$ cat src/design/fpaw_pkg.sv
`timescale 1ns / 1ps
`default_nettype none
package fpaw_pkg;

   localparam int SAMPLE_W = 16;
   localparam int GAIN_W   = 32;
   localparam int SP_W     = 33;
   localparam int LIM_W    = 31;
   localparam int MEAS_W   = 24;
   localparam int ERR_W    = 35;
   localparam int PREV_W   = 40;
   localparam int DIFF_W   = 41;
   localparam int SUM_W    = 48;
   localparam int DIV_W    = 44;
   localparam int ACC_W    = 82;
   localparam int DRIVE_W  = 32;

   localparam int DIV_STEPS = DIV_W;
   localparam int MUL_STEPS = GAIN_W;

   // floor division of a signed value by ten is done on value + 10 * 2^40
   localparam logic [DIV_W-1:0] DIV_BIAS  = 44'hA00_0000_0000;
   localparam logic [DIV_W-1:0] ROUND_ADD = 44'd5;
   localparam logic [4:0]       DIVISOR   = 5'd10;

   localparam logic [SAMPLE_W-1:0] FOLD_THRESH   = 16'd260;
   localparam logic [SAMPLE_W-1:0] UNWRAP_THRESH = 16'd80;
   localparam logic [MEAS_W-1:0]   FULL_TURN     = 24'd360;

   localparam logic [1:0] MODE_FOLD   = 2'd0;
   localparam logic [1:0] MODE_PLAIN  = 2'd1;
   localparam logic [1:0] MODE_UNWRAP = 2'd2;
   localparam logic [1:0] MODE_SCALED = 2'd3;

   localparam logic [2:0] CSR_GAIN_P       = 3'd0;
   localparam logic [2:0] CSR_GAIN_I       = 3'd1;
   localparam logic [2:0] CSR_GAIN_D       = 3'd2;
   localparam logic [2:0] CSR_SETPOINT     = 3'd3;
   localparam logic [2:0] CSR_LIMIT        = 3'd4;
   localparam logic [2:0] CSR_LIMIT_SCALED = 3'd5;

   localparam logic [LIM_W-1:0] LIMIT_RESET        = 31'd12800;
   localparam logic [LIM_W-1:0] LIMIT_SCALED_RESET = 31'd25600;

   typedef enum logic [2:0] {
      ST_IDLE,
      ST_ERR,
      ST_PREP,
      ST_DIV,
      ST_SUM,
      ST_MUL,
      ST_ADD,
      ST_FIN
   } state_type;

   typedef struct packed {
      logic start;
   } mul_ctrl_type;

   typedef struct packed {
      logic busy;
      logic done;
   } mul_status_type;

endpackage
`default_nettype wire

$ cat src/design/fpaw_smul.sv
`timescale 1ns / 1ps
`default_nettype none
module fpaw_smul (
   input  wire logic                                   clock,
   input  wire logic                                   reset,
   input  wire fpaw_pkg::mul_ctrl_type                 ctrl,
   input  wire logic signed [fpaw_pkg::PREV_W-1:0]     op_f,
   input  wire logic signed [fpaw_pkg::SUM_W-1:0]      op_s,
   input  wire logic signed [fpaw_pkg::DIFF_W-1:0]     op_d,
   input  wire logic signed [fpaw_pkg::GAIN_W-1:0]     gain_p,
   input  wire logic signed [fpaw_pkg::GAIN_W-1:0]     gain_i,
   input  wire logic signed [fpaw_pkg::GAIN_W-1:0]     gain_d,
   output fpaw_pkg::mul_status_type                    status,
   output logic signed [fpaw_pkg::ACC_W-1:0]           prod_p,
   output logic signed [fpaw_pkg::ACC_W-1:0]           prod_i,
   output logic signed [fpaw_pkg::ACC_W-1:0]           prod_d
);

   localparam int AW = fpaw_pkg::ACC_W;
   localparam int CW = $clog2(fpaw_pkg::MUL_STEPS);

   logic            busy_ff, busy_in;
   logic            done_ff, done_in;
   logic            first_ff, first_in;
   logic [CW-1:0]   cnt_ff, cnt_in;
   logic [fpaw_pkg::GAIN_W-1:0] gp_ff, gp_in, gi_ff, gi_in, gd_ff, gd_in;
   logic [AW-1:0]   acc_p_ff, acc_p_in, acc_i_ff, acc_i_in, acc_d_ff, acc_d_in;
   logic [AW-1:0]   ext_f, ext_s, ext_d;
   logic [AW-1:0]   add_p, add_i, add_d;

   assign ext_f = {{(AW-fpaw_pkg::PREV_W){op_f[fpaw_pkg::PREV_W-1]}}, op_f};
   assign ext_s = {{(AW-fpaw_pkg::SUM_W){op_s[fpaw_pkg::SUM_W-1]}}, op_s};
   assign ext_d = {{(AW-fpaw_pkg::DIFF_W){op_d[fpaw_pkg::DIFF_W-1]}}, op_d};

   // MSB-first Horner over gain bits; the sign bit weighs negative
   always_comb begin
      add_p = '0;
      add_i = '0;
      add_d = '0;
      if (gp_ff[fpaw_pkg::GAIN_W-1]) add_p = first_ff ? (~ext_f + 1'b1) : ext_f;
      if (gi_ff[fpaw_pkg::GAIN_W-1]) add_i = first_ff ? (~ext_s + 1'b1) : ext_s;
      if (gd_ff[fpaw_pkg::GAIN_W-1]) add_d = first_ff ? (~ext_d + 1'b1) : ext_d;
   end

   always_comb begin
      busy_in  = busy_ff;
      done_in  = 1'b0;
      first_in = first_ff;
      cnt_in   = cnt_ff;
      gp_in    = gp_ff;
      gi_in    = gi_ff;
      gd_in    = gd_ff;
      acc_p_in = acc_p_ff;
      acc_i_in = acc_i_ff;
      acc_d_in = acc_d_ff;
      if (ctrl.start) begin
         busy_in  = 1'b1;
         first_in = 1'b1;
         cnt_in   = CW'(fpaw_pkg::MUL_STEPS - 1);
         gp_in    = gain_p;
         gi_in    = gain_i;
         gd_in    = gain_d;
         acc_p_in = '0;
         acc_i_in = '0;
         acc_d_in = '0;
      end else if (busy_ff) begin
         first_in = 1'b0;
         cnt_in   = cnt_ff - 1'b1;
         gp_in    = {gp_ff[fpaw_pkg::GAIN_W-2:0], 1'b0};
         gi_in    = {gi_ff[fpaw_pkg::GAIN_W-2:0], 1'b0};
         gd_in    = {gd_ff[fpaw_pkg::GAIN_W-2:0], 1'b0};
         acc_p_in = {acc_p_ff[AW-2:0], 1'b0} + add_p;
         acc_i_in = {acc_i_ff[AW-2:0], 1'b0} + add_i;
         acc_d_in = {acc_d_ff[AW-2:0], 1'b0} + add_d;
         if (cnt_ff == '0) begin
            busy_in = 1'b0;
            done_in = 1'b1;
         end
      end
   end

   always_ff @(posedge clock) begin
      if (reset) begin
         busy_ff  <= 1'b0;
         done_ff  <= 1'b0;
         first_ff <= 1'b0;
         cnt_ff   <= '0;
      end else begin
         busy_ff  <= busy_in;
         done_ff  <= done_in;
         first_ff <= first_in;
         cnt_ff   <= cnt_in;
      end
   end

   always_ff @(posedge clock) begin
      gp_ff    <= gp_in;
      gi_ff    <= gi_in;
      gd_ff    <= gd_in;
      acc_p_ff <= acc_p_in;
      acc_i_ff <= acc_i_in;
      acc_d_ff <= acc_d_in;
   end

   assign status.busy = busy_ff;
   assign status.done = done_ff;
   assign prod_p = $signed(acc_p_ff);
   assign prod_i = $signed(acc_i_ff);
   assign prod_d = $signed(acc_d_ff);

endmodule
`default_nettype wire

$ cat src/design/filtered_pid_with_angle_wrap.sv
// Filtered PID step, one result per input transfer.
// The result path runs through the 44-step bit-serial divide by ten and the
// 32-step bit-serial gain multiply.
// One input at a time: the next input is taken as soon as the
// result sits in the output register.
// Reset (synchronous): gains and setpoint 0, limits 50.0 and 100.0, filter state 0.
`timescale 1ns / 1ps
`default_nettype none
module filtered_pid_with_angle_wrap (
   input  wire logic                                   clock,
   input  wire logic                                   reset,
   input  wire logic                                   req_valid,
   output logic                                        req_stall,
   input  wire logic [1:0]                             req_mode,
   input  wire logic [fpaw_pkg::SAMPLE_W-1:0]          req_sample,
   input  wire logic                                   req_clear_integral,
   output logic                                        rsp_valid,
   input  wire logic                                   rsp_stall,
   output logic signed [fpaw_pkg::DRIVE_W-1:0]         rsp_drive,
   input  wire logic                                   csr_valid,
   output logic                                        csr_ready,
   input  wire logic [2:0]                             csr_index,
   input  wire logic [fpaw_pkg::SP_W-1:0]              csr_data
);

   localparam int DCW = $clog2(fpaw_pkg::DIV_STEPS);

   fpaw_pkg::state_type state_ff, state_in;

   logic signed [fpaw_pkg::GAIN_W-1:0] gain_p_ff, gain_i_ff, gain_d_ff;
   logic signed [fpaw_pkg::SP_W-1:0]   setpoint_ff;
   logic [fpaw_pkg::LIM_W-1:0]         limit_ff, limit_scaled_ff;

   logic [1:0]                         mode_ff;
   logic [fpaw_pkg::SAMPLE_W-1:0]      sample_ff;
   logic                               clr_ff;
   logic signed [fpaw_pkg::ERR_W-1:0]  err_ff, err_in;
   logic [fpaw_pkg::DIV_W-1:0]         div_ff, div_in;
   logic [3:0]                         rem_ff, rem_in;
   logic [DCW-1:0]                     div_cnt_ff, div_cnt_in;
   logic signed [fpaw_pkg::PREV_W-1:0] prev_ff, prev_in;
   logic signed [fpaw_pkg::SUM_W-1:0]  sum_ff, sum_in;
   logic signed [fpaw_pkg::SUM_W-1:0]  sop_ff, sop_in;
   logic signed [fpaw_pkg::DIFF_W-1:0] dop_ff, dop_in;
   logic signed [fpaw_pkg::ACC_W-1:0]  tot_ff, tot_in;
   logic                               rsp_valid_ff, rsp_valid_in;
   logic signed [fpaw_pkg::DRIVE_W-1:0] drive_ff, drive_in;

   logic signed [fpaw_pkg::MEAS_W-1:0] meas;
   logic signed [fpaw_pkg::ERR_W-1:0]  meas_q8, sp_ext;
   logic [fpaw_pkg::DIV_W-1:0]         e44, p44;
   logic [4:0]                         trial;
   logic                               trial_ge;
   logic signed [fpaw_pkg::PREV_W-1:0] filt;
   logic signed [fpaw_pkg::SUM_W:0]    sum_wide;
   logic signed [fpaw_pkg::SUM_W-1:0]  sum_base;
   logic [fpaw_pkg::LIM_W-1:0]         lim;
   logic signed [fpaw_pkg::ACC_W-1:0]  fin;
   logic                               fin_ok, load_rsp;

   fpaw_pkg::mul_ctrl_type   mul_ctrl;
   fpaw_pkg::mul_status_type mul_status;
   logic signed [fpaw_pkg::ACC_W-1:0] prod_p, prod_i, prod_d;

   fpaw_smul u_smul (
      .clock  (clock),
      .reset  (reset),
      .ctrl   (mul_ctrl),
      .op_f   (filt),
      .op_s   (sop_ff),
      .op_d   (dop_ff),
      .gain_p (gain_p_ff),
      .gain_i (gain_i_ff),
      .gain_d (gain_d_ff),
      .status (mul_status),
      .prod_p (prod_p),
      .prod_i (prod_i),
      .prod_d (prod_d)
   );

   assign csr_ready = 1'b1;

   always_ff @(posedge clock) begin
      if (reset) begin
         gain_p_ff       <= '0;
         gain_i_ff       <= '0;
         gain_d_ff       <= '0;
         setpoint_ff     <= '0;
         limit_ff        <= fpaw_pkg::LIMIT_RESET;
         limit_scaled_ff <= fpaw_pkg::LIMIT_SCALED_RESET;
      end else if (csr_valid && csr_ready) begin
         unique case (csr_index)
            fpaw_pkg::CSR_GAIN_P:       gain_p_ff <= $signed(csr_data[fpaw_pkg::GAIN_W-1:0]);
            fpaw_pkg::CSR_GAIN_I:       gain_i_ff <= $signed(csr_data[fpaw_pkg::GAIN_W-1:0]);
            fpaw_pkg::CSR_GAIN_D:       gain_d_ff <= $signed(csr_data[fpaw_pkg::GAIN_W-1:0]);
            fpaw_pkg::CSR_SETPOINT:     setpoint_ff <= $signed(csr_data);
            fpaw_pkg::CSR_LIMIT:        limit_ff <= csr_data[fpaw_pkg::LIM_W-1:0];
            fpaw_pkg::CSR_LIMIT_SCALED: limit_scaled_ff <= csr_data[fpaw_pkg::LIM_W-1:0];
            default: ;
         endcase
      end
   end

   // measurement conditioning
   always_comb begin
      case (mode_ff)
         fpaw_pkg::MODE_FOLD:
            meas = (sample_ff > fpaw_pkg::FOLD_THRESH)
                 ? $signed(fpaw_pkg::FULL_TURN - {8'b0, sample_ff})
                 : $signed({8'b0, sample_ff});
         fpaw_pkg::MODE_UNWRAP:
            meas = (sample_ff < fpaw_pkg::UNWRAP_THRESH)
                 ? $signed({8'b0, sample_ff} + fpaw_pkg::FULL_TURN)
                 : $signed({8'b0, sample_ff});
         fpaw_pkg::MODE_SCALED:
            meas = $signed({2'b0, sample_ff, 6'b0} + {3'b0, sample_ff, 5'b0}
                           + {6'b0, sample_ff, 2'b0});
         default:
            meas = $signed({8'b0, sample_ff});
      endcase
   end

   assign meas_q8 = $signed({{(fpaw_pkg::ERR_W-fpaw_pkg::MEAS_W-8){meas[fpaw_pkg::MEAS_W-1]}},
                             meas, 8'b0});
   assign sp_ext  = $signed({{(fpaw_pkg::ERR_W-fpaw_pkg::SP_W){setpoint_ff[fpaw_pkg::SP_W-1]}},
                             setpoint_ff});
   assign err_in  = (mode_ff == fpaw_pkg::MODE_SCALED) ? (meas_q8 - sp_ext) : (sp_ext - meas_q8);

   assign e44 = {{(fpaw_pkg::DIV_W-fpaw_pkg::ERR_W){err_ff[fpaw_pkg::ERR_W-1]}}, err_ff};
   assign p44 = {{(fpaw_pkg::DIV_W-fpaw_pkg::PREV_W){prev_ff[fpaw_pkg::PREV_W-1]}}, prev_ff};

   assign trial    = {rem_ff, div_ff[fpaw_pkg::DIV_W-1]};
   assign trial_ge = (trial >= fpaw_pkg::DIVISOR);

   // quotient minus 2^40 keeps the same low bits
   assign filt = $signed(div_ff[fpaw_pkg::PREV_W-1:0]);

   assign sum_base = clr_ff ? '0 : sum_ff;
   assign sum_wide = {sum_base[fpaw_pkg::SUM_W-1], sum_base}
                   + {{(fpaw_pkg::SUM_W+1-fpaw_pkg::PREV_W){filt[fpaw_pkg::PREV_W-1]}}, filt};
   assign lim = (mode_ff == fpaw_pkg::MODE_SCALED) ? limit_scaled_ff : limit_ff;

   assign fin    = tot_ff + prod_d;
   assign fin_ok = (fin[fpaw_pkg::ACC_W-1:39] == '0) || (&fin[fpaw_pkg::ACC_W-1:39]);
   assign load_rsp = (state_ff == fpaw_pkg::ST_FIN) && (!rsp_valid_ff || !rsp_stall);

   always_comb begin
      state_in       = state_ff;
      req_stall      = 1'b1;
      mul_ctrl.start = 1'b0;
      unique case (state_ff)
         fpaw_pkg::ST_IDLE: begin
            req_stall = 1'b0;
            if (req_valid) state_in = fpaw_pkg::ST_ERR;
         end
         fpaw_pkg::ST_ERR:  state_in = fpaw_pkg::ST_PREP;
         fpaw_pkg::ST_PREP: state_in = fpaw_pkg::ST_DIV;
         fpaw_pkg::ST_DIV: begin
            if (div_cnt_ff == '0) state_in = fpaw_pkg::ST_SUM;
         end
         fpaw_pkg::ST_SUM: begin
            mul_ctrl.start = 1'b1;
            state_in = fpaw_pkg::ST_MUL;
         end
         fpaw_pkg::ST_MUL: begin
            if (mul_status.done && !mul_status.busy) state_in = fpaw_pkg::ST_ADD;
         end
         fpaw_pkg::ST_ADD:  state_in = fpaw_pkg::ST_FIN;
         fpaw_pkg::ST_FIN: begin
            if (load_rsp) state_in = fpaw_pkg::ST_IDLE;
         end
         default: state_in = fpaw_pkg::ST_IDLE;
      endcase
   end

   always_comb begin
      div_in     = div_ff;
      rem_in     = rem_ff;
      div_cnt_in = div_cnt_ff;
      sop_in     = sop_ff;
      dop_in     = dop_ff;
      tot_in     = tot_ff;
      sum_in     = sum_ff;
      prev_in    = prev_ff;
      case (state_ff)
         fpaw_pkg::ST_PREP: begin
            div_in     = {e44[fpaw_pkg::DIV_W-4:0], 3'b0} + e44 + p44
                       + fpaw_pkg::ROUND_ADD + fpaw_pkg::DIV_BIAS;
            rem_in     = '0;
            div_cnt_in = DCW'(fpaw_pkg::DIV_STEPS - 1);
         end
         fpaw_pkg::ST_DIV: begin
            rem_in     = trial_ge ? 4'(trial - fpaw_pkg::DIVISOR) : trial[3:0];
            div_in     = {div_ff[fpaw_pkg::DIV_W-2:0], trial_ge};
            div_cnt_in = div_cnt_ff - 1'b1;
         end
         fpaw_pkg::ST_SUM: begin
            if (sum_wide[fpaw_pkg::SUM_W] != sum_wide[fpaw_pkg::SUM_W-1])
               sop_in = sum_wide[fpaw_pkg::SUM_W]
                      ? $signed({1'b1, {(fpaw_pkg::SUM_W-1){1'b0}}})
                      : $signed({1'b0, {(fpaw_pkg::SUM_W-1){1'b1}}});
            else
               sop_in = sum_wide[fpaw_pkg::SUM_W-1:0];
            dop_in = {filt[fpaw_pkg::PREV_W-1], filt} - {prev_ff[fpaw_pkg::PREV_W-1], prev_ff};
         end
         fpaw_pkg::ST_ADD: begin
            tot_in  = prod_p + prod_i;
            sum_in  = (sop_ff > $signed({{(fpaw_pkg::SUM_W-fpaw_pkg::LIM_W){1'b0}}, lim}))
                    ? '0 : sop_ff;
            prev_in = filt;
         end
         default: ;
      endcase
   end

   always_comb begin
      drive_in     = drive_ff;
      rsp_valid_in = rsp_valid_ff && rsp_stall;
      if (load_rsp) begin
         rsp_valid_in = 1'b1;
         if (fin_ok)
            drive_in = fin[39:8];
         else
            drive_in = fin[fpaw_pkg::ACC_W-1] ? $signed(32'h8000_0000) : $signed(32'h7FFF_FFFF);
      end
   end

   always_ff @(posedge clock) begin
      if (reset) begin
         state_ff     <= fpaw_pkg::ST_IDLE;
         rsp_valid_ff <= 1'b0;
         prev_ff      <= '0;
         sum_ff       <= '0;
         div_cnt_ff   <= '0;
      end else begin
         state_ff     <= state_in;
         rsp_valid_ff <= rsp_valid_in;
         prev_ff      <= prev_in;
         sum_ff       <= sum_in;
         div_cnt_ff   <= div_cnt_in;
      end
   end

   always_ff @(posedge clock) begin
      if (req_valid && !req_stall) begin
         mode_ff   <= req_mode;
         sample_ff <= req_sample;
         clr_ff    <= req_clear_integral;
      end
      if (state_ff == fpaw_pkg::ST_ERR) err_ff <= err_in;
      div_ff   <= div_in;
      rem_ff   <= rem_in;
      sop_ff   <= sop_in;
      dop_ff   <= dop_in;
      tot_ff   <= tot_in;
      drive_ff <= drive_in;
   end

   assign rsp_valid = rsp_valid_ff;
   assign rsp_drive = drive_ff;

endmodule
`default_nettype wire

$ cat config.mk
export PLATFORM = sky130hd
export DESIGN_NAME = filtered_pid_with_angle_wrap
export DESIGN_NICKNAME = d
export VERILOG_FILES = /design/src/design/fpaw_pkg.sv /design/src/design/fpaw_smul.sv /design/src/design/filtered_pid_with_angle_wrap.sv
export SDC_FILE = /design/constraint.sdc
export NUM_CORES = 2
export LEC_CHECK = 0
export BUFFER_PORTS_ARGS = -buffer_cell sky130_fd_sc_hd__buf_4
export CAP_MARGIN = 10
export CORE_MARGIN = 2
export CORE_UTILIZATION = 50
export CTS_CLUSTER_SIZE = 40
export DETAILED_ROUTE_END_ITERATION = 10
export GPL_TIMING_DRIVEN = 0
export MAX_ROUTING_LAYER = met4
export PLACE_DENSITY = 0.66
export SYNTH_ARGS = -nofsm -noshare
export SYNTH_HDL_FRONTEND = slang
export SYNTH_HIERARCHICAL = 1
export SYNTH_SLANG_ARGS = --single-unit
export TNS_END_PERCENT = 10
$ cat constraint.sdc
create_clock -name clock -period 15.1 [get_ports clock]
set_input_delay 3.02 -clock clock [delete_from_list [all_inputs] [get_ports clock]]
set_output_delay 3.02 -clock clock [all_outputs]
set_load 0.05 [all_outputs]
==> flow_summary.ini <==
[setup_path]
cp_common_cell = clkbuf_1
path_cells = clkbuf_1 > clkbuf_1 > clkbuf_1 > o41ai_1 > xnor2_1 > and2_1 > ha_1 > clkbuf_1 > nand4_1 > nor2_1 > nand3_1 > a211oi_1 > nor2_1 > o41ai_1 > a41oi_1 > o31ai_1 > a31oi_1 > mux2i_1 > o311ai_0
path_class = register to register
r2r_start = u_smul/first_ff
reg2reg_depth = 19
crit_path_max_fanout = 10
crit_buf_inv = 4
cp.depth = 19
crit_required_ns = 15.73
r2r_slack_ns = 6.16
crit_family = compound AO/OA/AOI/OAI gates
max_stage_delay_ns = 1.02
crit_path_start_kind = register
r2r_end = u_smul/prod_p[80]
arrival_ns = 9.57
cp-end-kind = register
cpMaxStageDelayCell = o31ai_1

[synthesis]
synthFlopType = dfxtp_1
postSynthAreaPerCell_um2 = 8.34
synthMuxAreaShare_pct = 3.92
async_reset_ff_share_pct = 0
synth_seq_area_share_pct = 30.7
synth_edf_count = 400
synthCells = 8937
syn-num-nets = 9731
synth-simple-area-share_pct = 17.4
synth_compound_area_share_pct = 23.4
synth-xor-area-share_pct = 7.57
syn_area_um2 = 74600
synth_top_family_by_area = compound AO/OA/AOI/OAI gates
ys.warnings.count = 6
ys_seq_elements = 943
yosysUniqueCellTypes = 110
synthAdderAreaFrac_pct = 13.0

[cts]
h-tree-depth = 3
clock_latency_ns = 0.81
clk_pin_slew_ns = 0.06
hold_buffers = 0
cts_tree = done
post_cts_buffers = 0
clockBufferDepth = 3
cts-root-buf = clkbuf_16
numCtsBuffers = 111
clock_sinks = 943
ctsResizeCount = 0

[power]
p_sw_mw = 6.12
peakVddDrop_uv = 116
leakage_nw = 32.9
power_frac_seq_pct = 29.9
fin_total_pwr_mw = 13.7
combPwrFrac_pct = 48.8
clkPwrFrac_pct = 21.4
sw_frac_of_total_pct = 44.7
power.density_nw_per_um2 = 167
p_int_mw = 7.56

[cells_and_area]
stdcell_area_um2 = 82100
fill_cells = 13807
fin_cells = 11195
syn_to_final_growth_pct = 10.1
utilization_pct = 55.5
nets = 9956
drive_gt1_share_pct = 5.57
mostFrequentLayoutCells = 1073 x nand2_1, 1029 x a21oi_1, 680 x ha_1, 625 x nor2_1, 543 x dfxtp_1
final_common_cell = nand2_1

[detailed_routing]
drtIter0Drc = 6283
ant_nets = 0
drc_errors = 0
routed-via-count = 68247
drt_pass1_iterations = 6
totalWireLength_mm = 259
detail_route.wl_per_cell_um = 23.1
routed_via_density = 6.10

[timing]
rsz0062_at_grt = no
fmax_mhz = 112
finClkSkew_ns = 0.0879
hold_viol = 0
hold_ws_ns = 0.452
slew_viol_final = 0
post-route-min-period_ns = 8.94
worst_pin_slew_ns = 1.31
slew_headroom_pct = 12.3
finalCritPeriodShare_pct = 59.2
setup_viol = 0

[grt]
antenna_found_initial = 4
grt_overflow = 0
grt_max_degree = 55
grt_pass1_vias = 63673
grt_pass1_wl_mm = 388
grtUsageTotal_pct = 34.0

[floorplanning]
core_um2 = 148000
die_w_um = 390
ioPinCount = 95
rows = 141
dieHeight_um = 390
die_area_um2 = 152000
start_util_pct = 50.4

[placement]
place_congestion = 0.992
dp_hpwl_mm = 207
dpl-instance-area_um2 = 78000
dp_cells = 10978
io_buffers = 92

[worst_hold_path]
holdPathStages = 2
hold_start = gain_d_ff[18]
holdPathEnd = gain_d_ff[18]
hold_path.class = register to register

[job]
cap_violations = 0

[status]
outcome = finished, final reports clean
==> flip-flops by register name, indices dropped and copies added (netlist names), 33 cells and up <==
name	count
div_ff	44
dop_ff	41
err_ff	34
prev_ff	40
setpoint_ff	33
sop_ff	48
sum_ff	48
tot_ff	82
u_smul/prod_d	82
u_smul/prod_i	82
u_smul/prod_p	82
==> metal layers <==
layer  global-route usage [%]  vias to the layer above  share of wire, %
met3                     4.12                      431               6.6
met2                     51.1                     2522                43
met4                     15.2                        0               5.2
met1                     46.0                    32513                45
met5                        -                        -                 0
li1                         -                    32781                 -
==> through the flow <==
| stage | setup slack (ns) | setup TNS (ns) |
|---|---|---|
| after floorplan | 4.77 | 0 |
| after global placement | -1.25 | -119.13 |
| after detailed placement | 6.55 | 0 |
| after CTS | 6.57 | 0 |
| after global routing | 6.05 | 0 |
| final | 6.16 | 0 |
==> worst max path at each step <==
stage                               start                 to  slack (ns)
after global placement        state_ff[0]   u_smul/gd_ff[24]       -1.25
after detailed placement  u_smul/first_ff  u_smul/prod_p[80]        6.55
after floorplan               state_ff[0]    u_smul/gd_ff[0]        4.77
after global routing      u_smul/first_ff  u_smul/prod_p[72]        6.05
after CTS                 u_smul/first_ff  u_smul/prod_p[80]        6.57
final                     u_smul/first_ff  u_smul/prod_p[80]        6.16
==> area by class of cell <==
| cell class | count | area (um2) | share of cell area (%) |
|---|---|---|---|
| multi-input cells | 7218 | 48700 | 59.4 |
| flip-flops and latches | 943 | 22900 | 27.9 |
| clock buffers | 142 | 3060 | 3.72 |
| well taps | 1930 | 2410 | 2.94 |
| plain buffers | 466 | 1850 | 2.25 |
| inverters | 310 | 1170 | 1.42 |
| repair buffers | 112 | 1020 | 1.24 |
| clock inverters | 69 | 960 | 1.17 |
| diodes | 5 | 12.5 | 0.0152 |
==> power groups by stage <==
stage	sequential [mW]	combinational, mW	clock (mW)
after floorplan	3.65	4.98	0
after global placement	4.12	6.39	0
after detailed placement	4.10	6.51	0
after CTS	4.05	6.55	2.97
after global routing	4.10	7.39	3.06
final	4.09	6.67	2.92
==> worst min-delay path, stage by stage (launching register included) <==
cell and delay (ns):
dfxtp_1 0.30, nand2_1 0.05, a21oi_1 0.05
==> kinds of logic after synthesis <==
| group | count (synthesis) |
|---|---|
| AOI/OAI and AO/OA | 2797 |
| xor gates and xnor gates | 644 |
| adders and majority gates | 743 |
| buffers and inverters | 776 |
| DFF | 943 |
| muxes | 279 |
| other | 1 |
| and+or+nand+nor | 2754 |
==> cell usage after synthesis (all sizes together) (62+ instances only) <==
library cell  instances  area, um2
xor2                194       1700
nand3               122        611
o31ai                86        646
a21o                332       2490
nor3                116        607
and2                174       1090
inv                 307       1150
a21oi              1034       5190
nand2b               63        394
o21ai               535       2680
xnor2               450       3950
mux2i               182       1820
o21bai              132        991
dfxtp               543      10900
ha                  680       8510
nand4               194       1220
nand2              1073       4030
nor2                627       2360
o21a                156       1170
nor2b               126        788
mux2                 97       1100
edfxtp              400      12000
a31oi                62        388
clkbuf              411       1540
a211oi               75        568
Power figures use the tool's default switching activity.
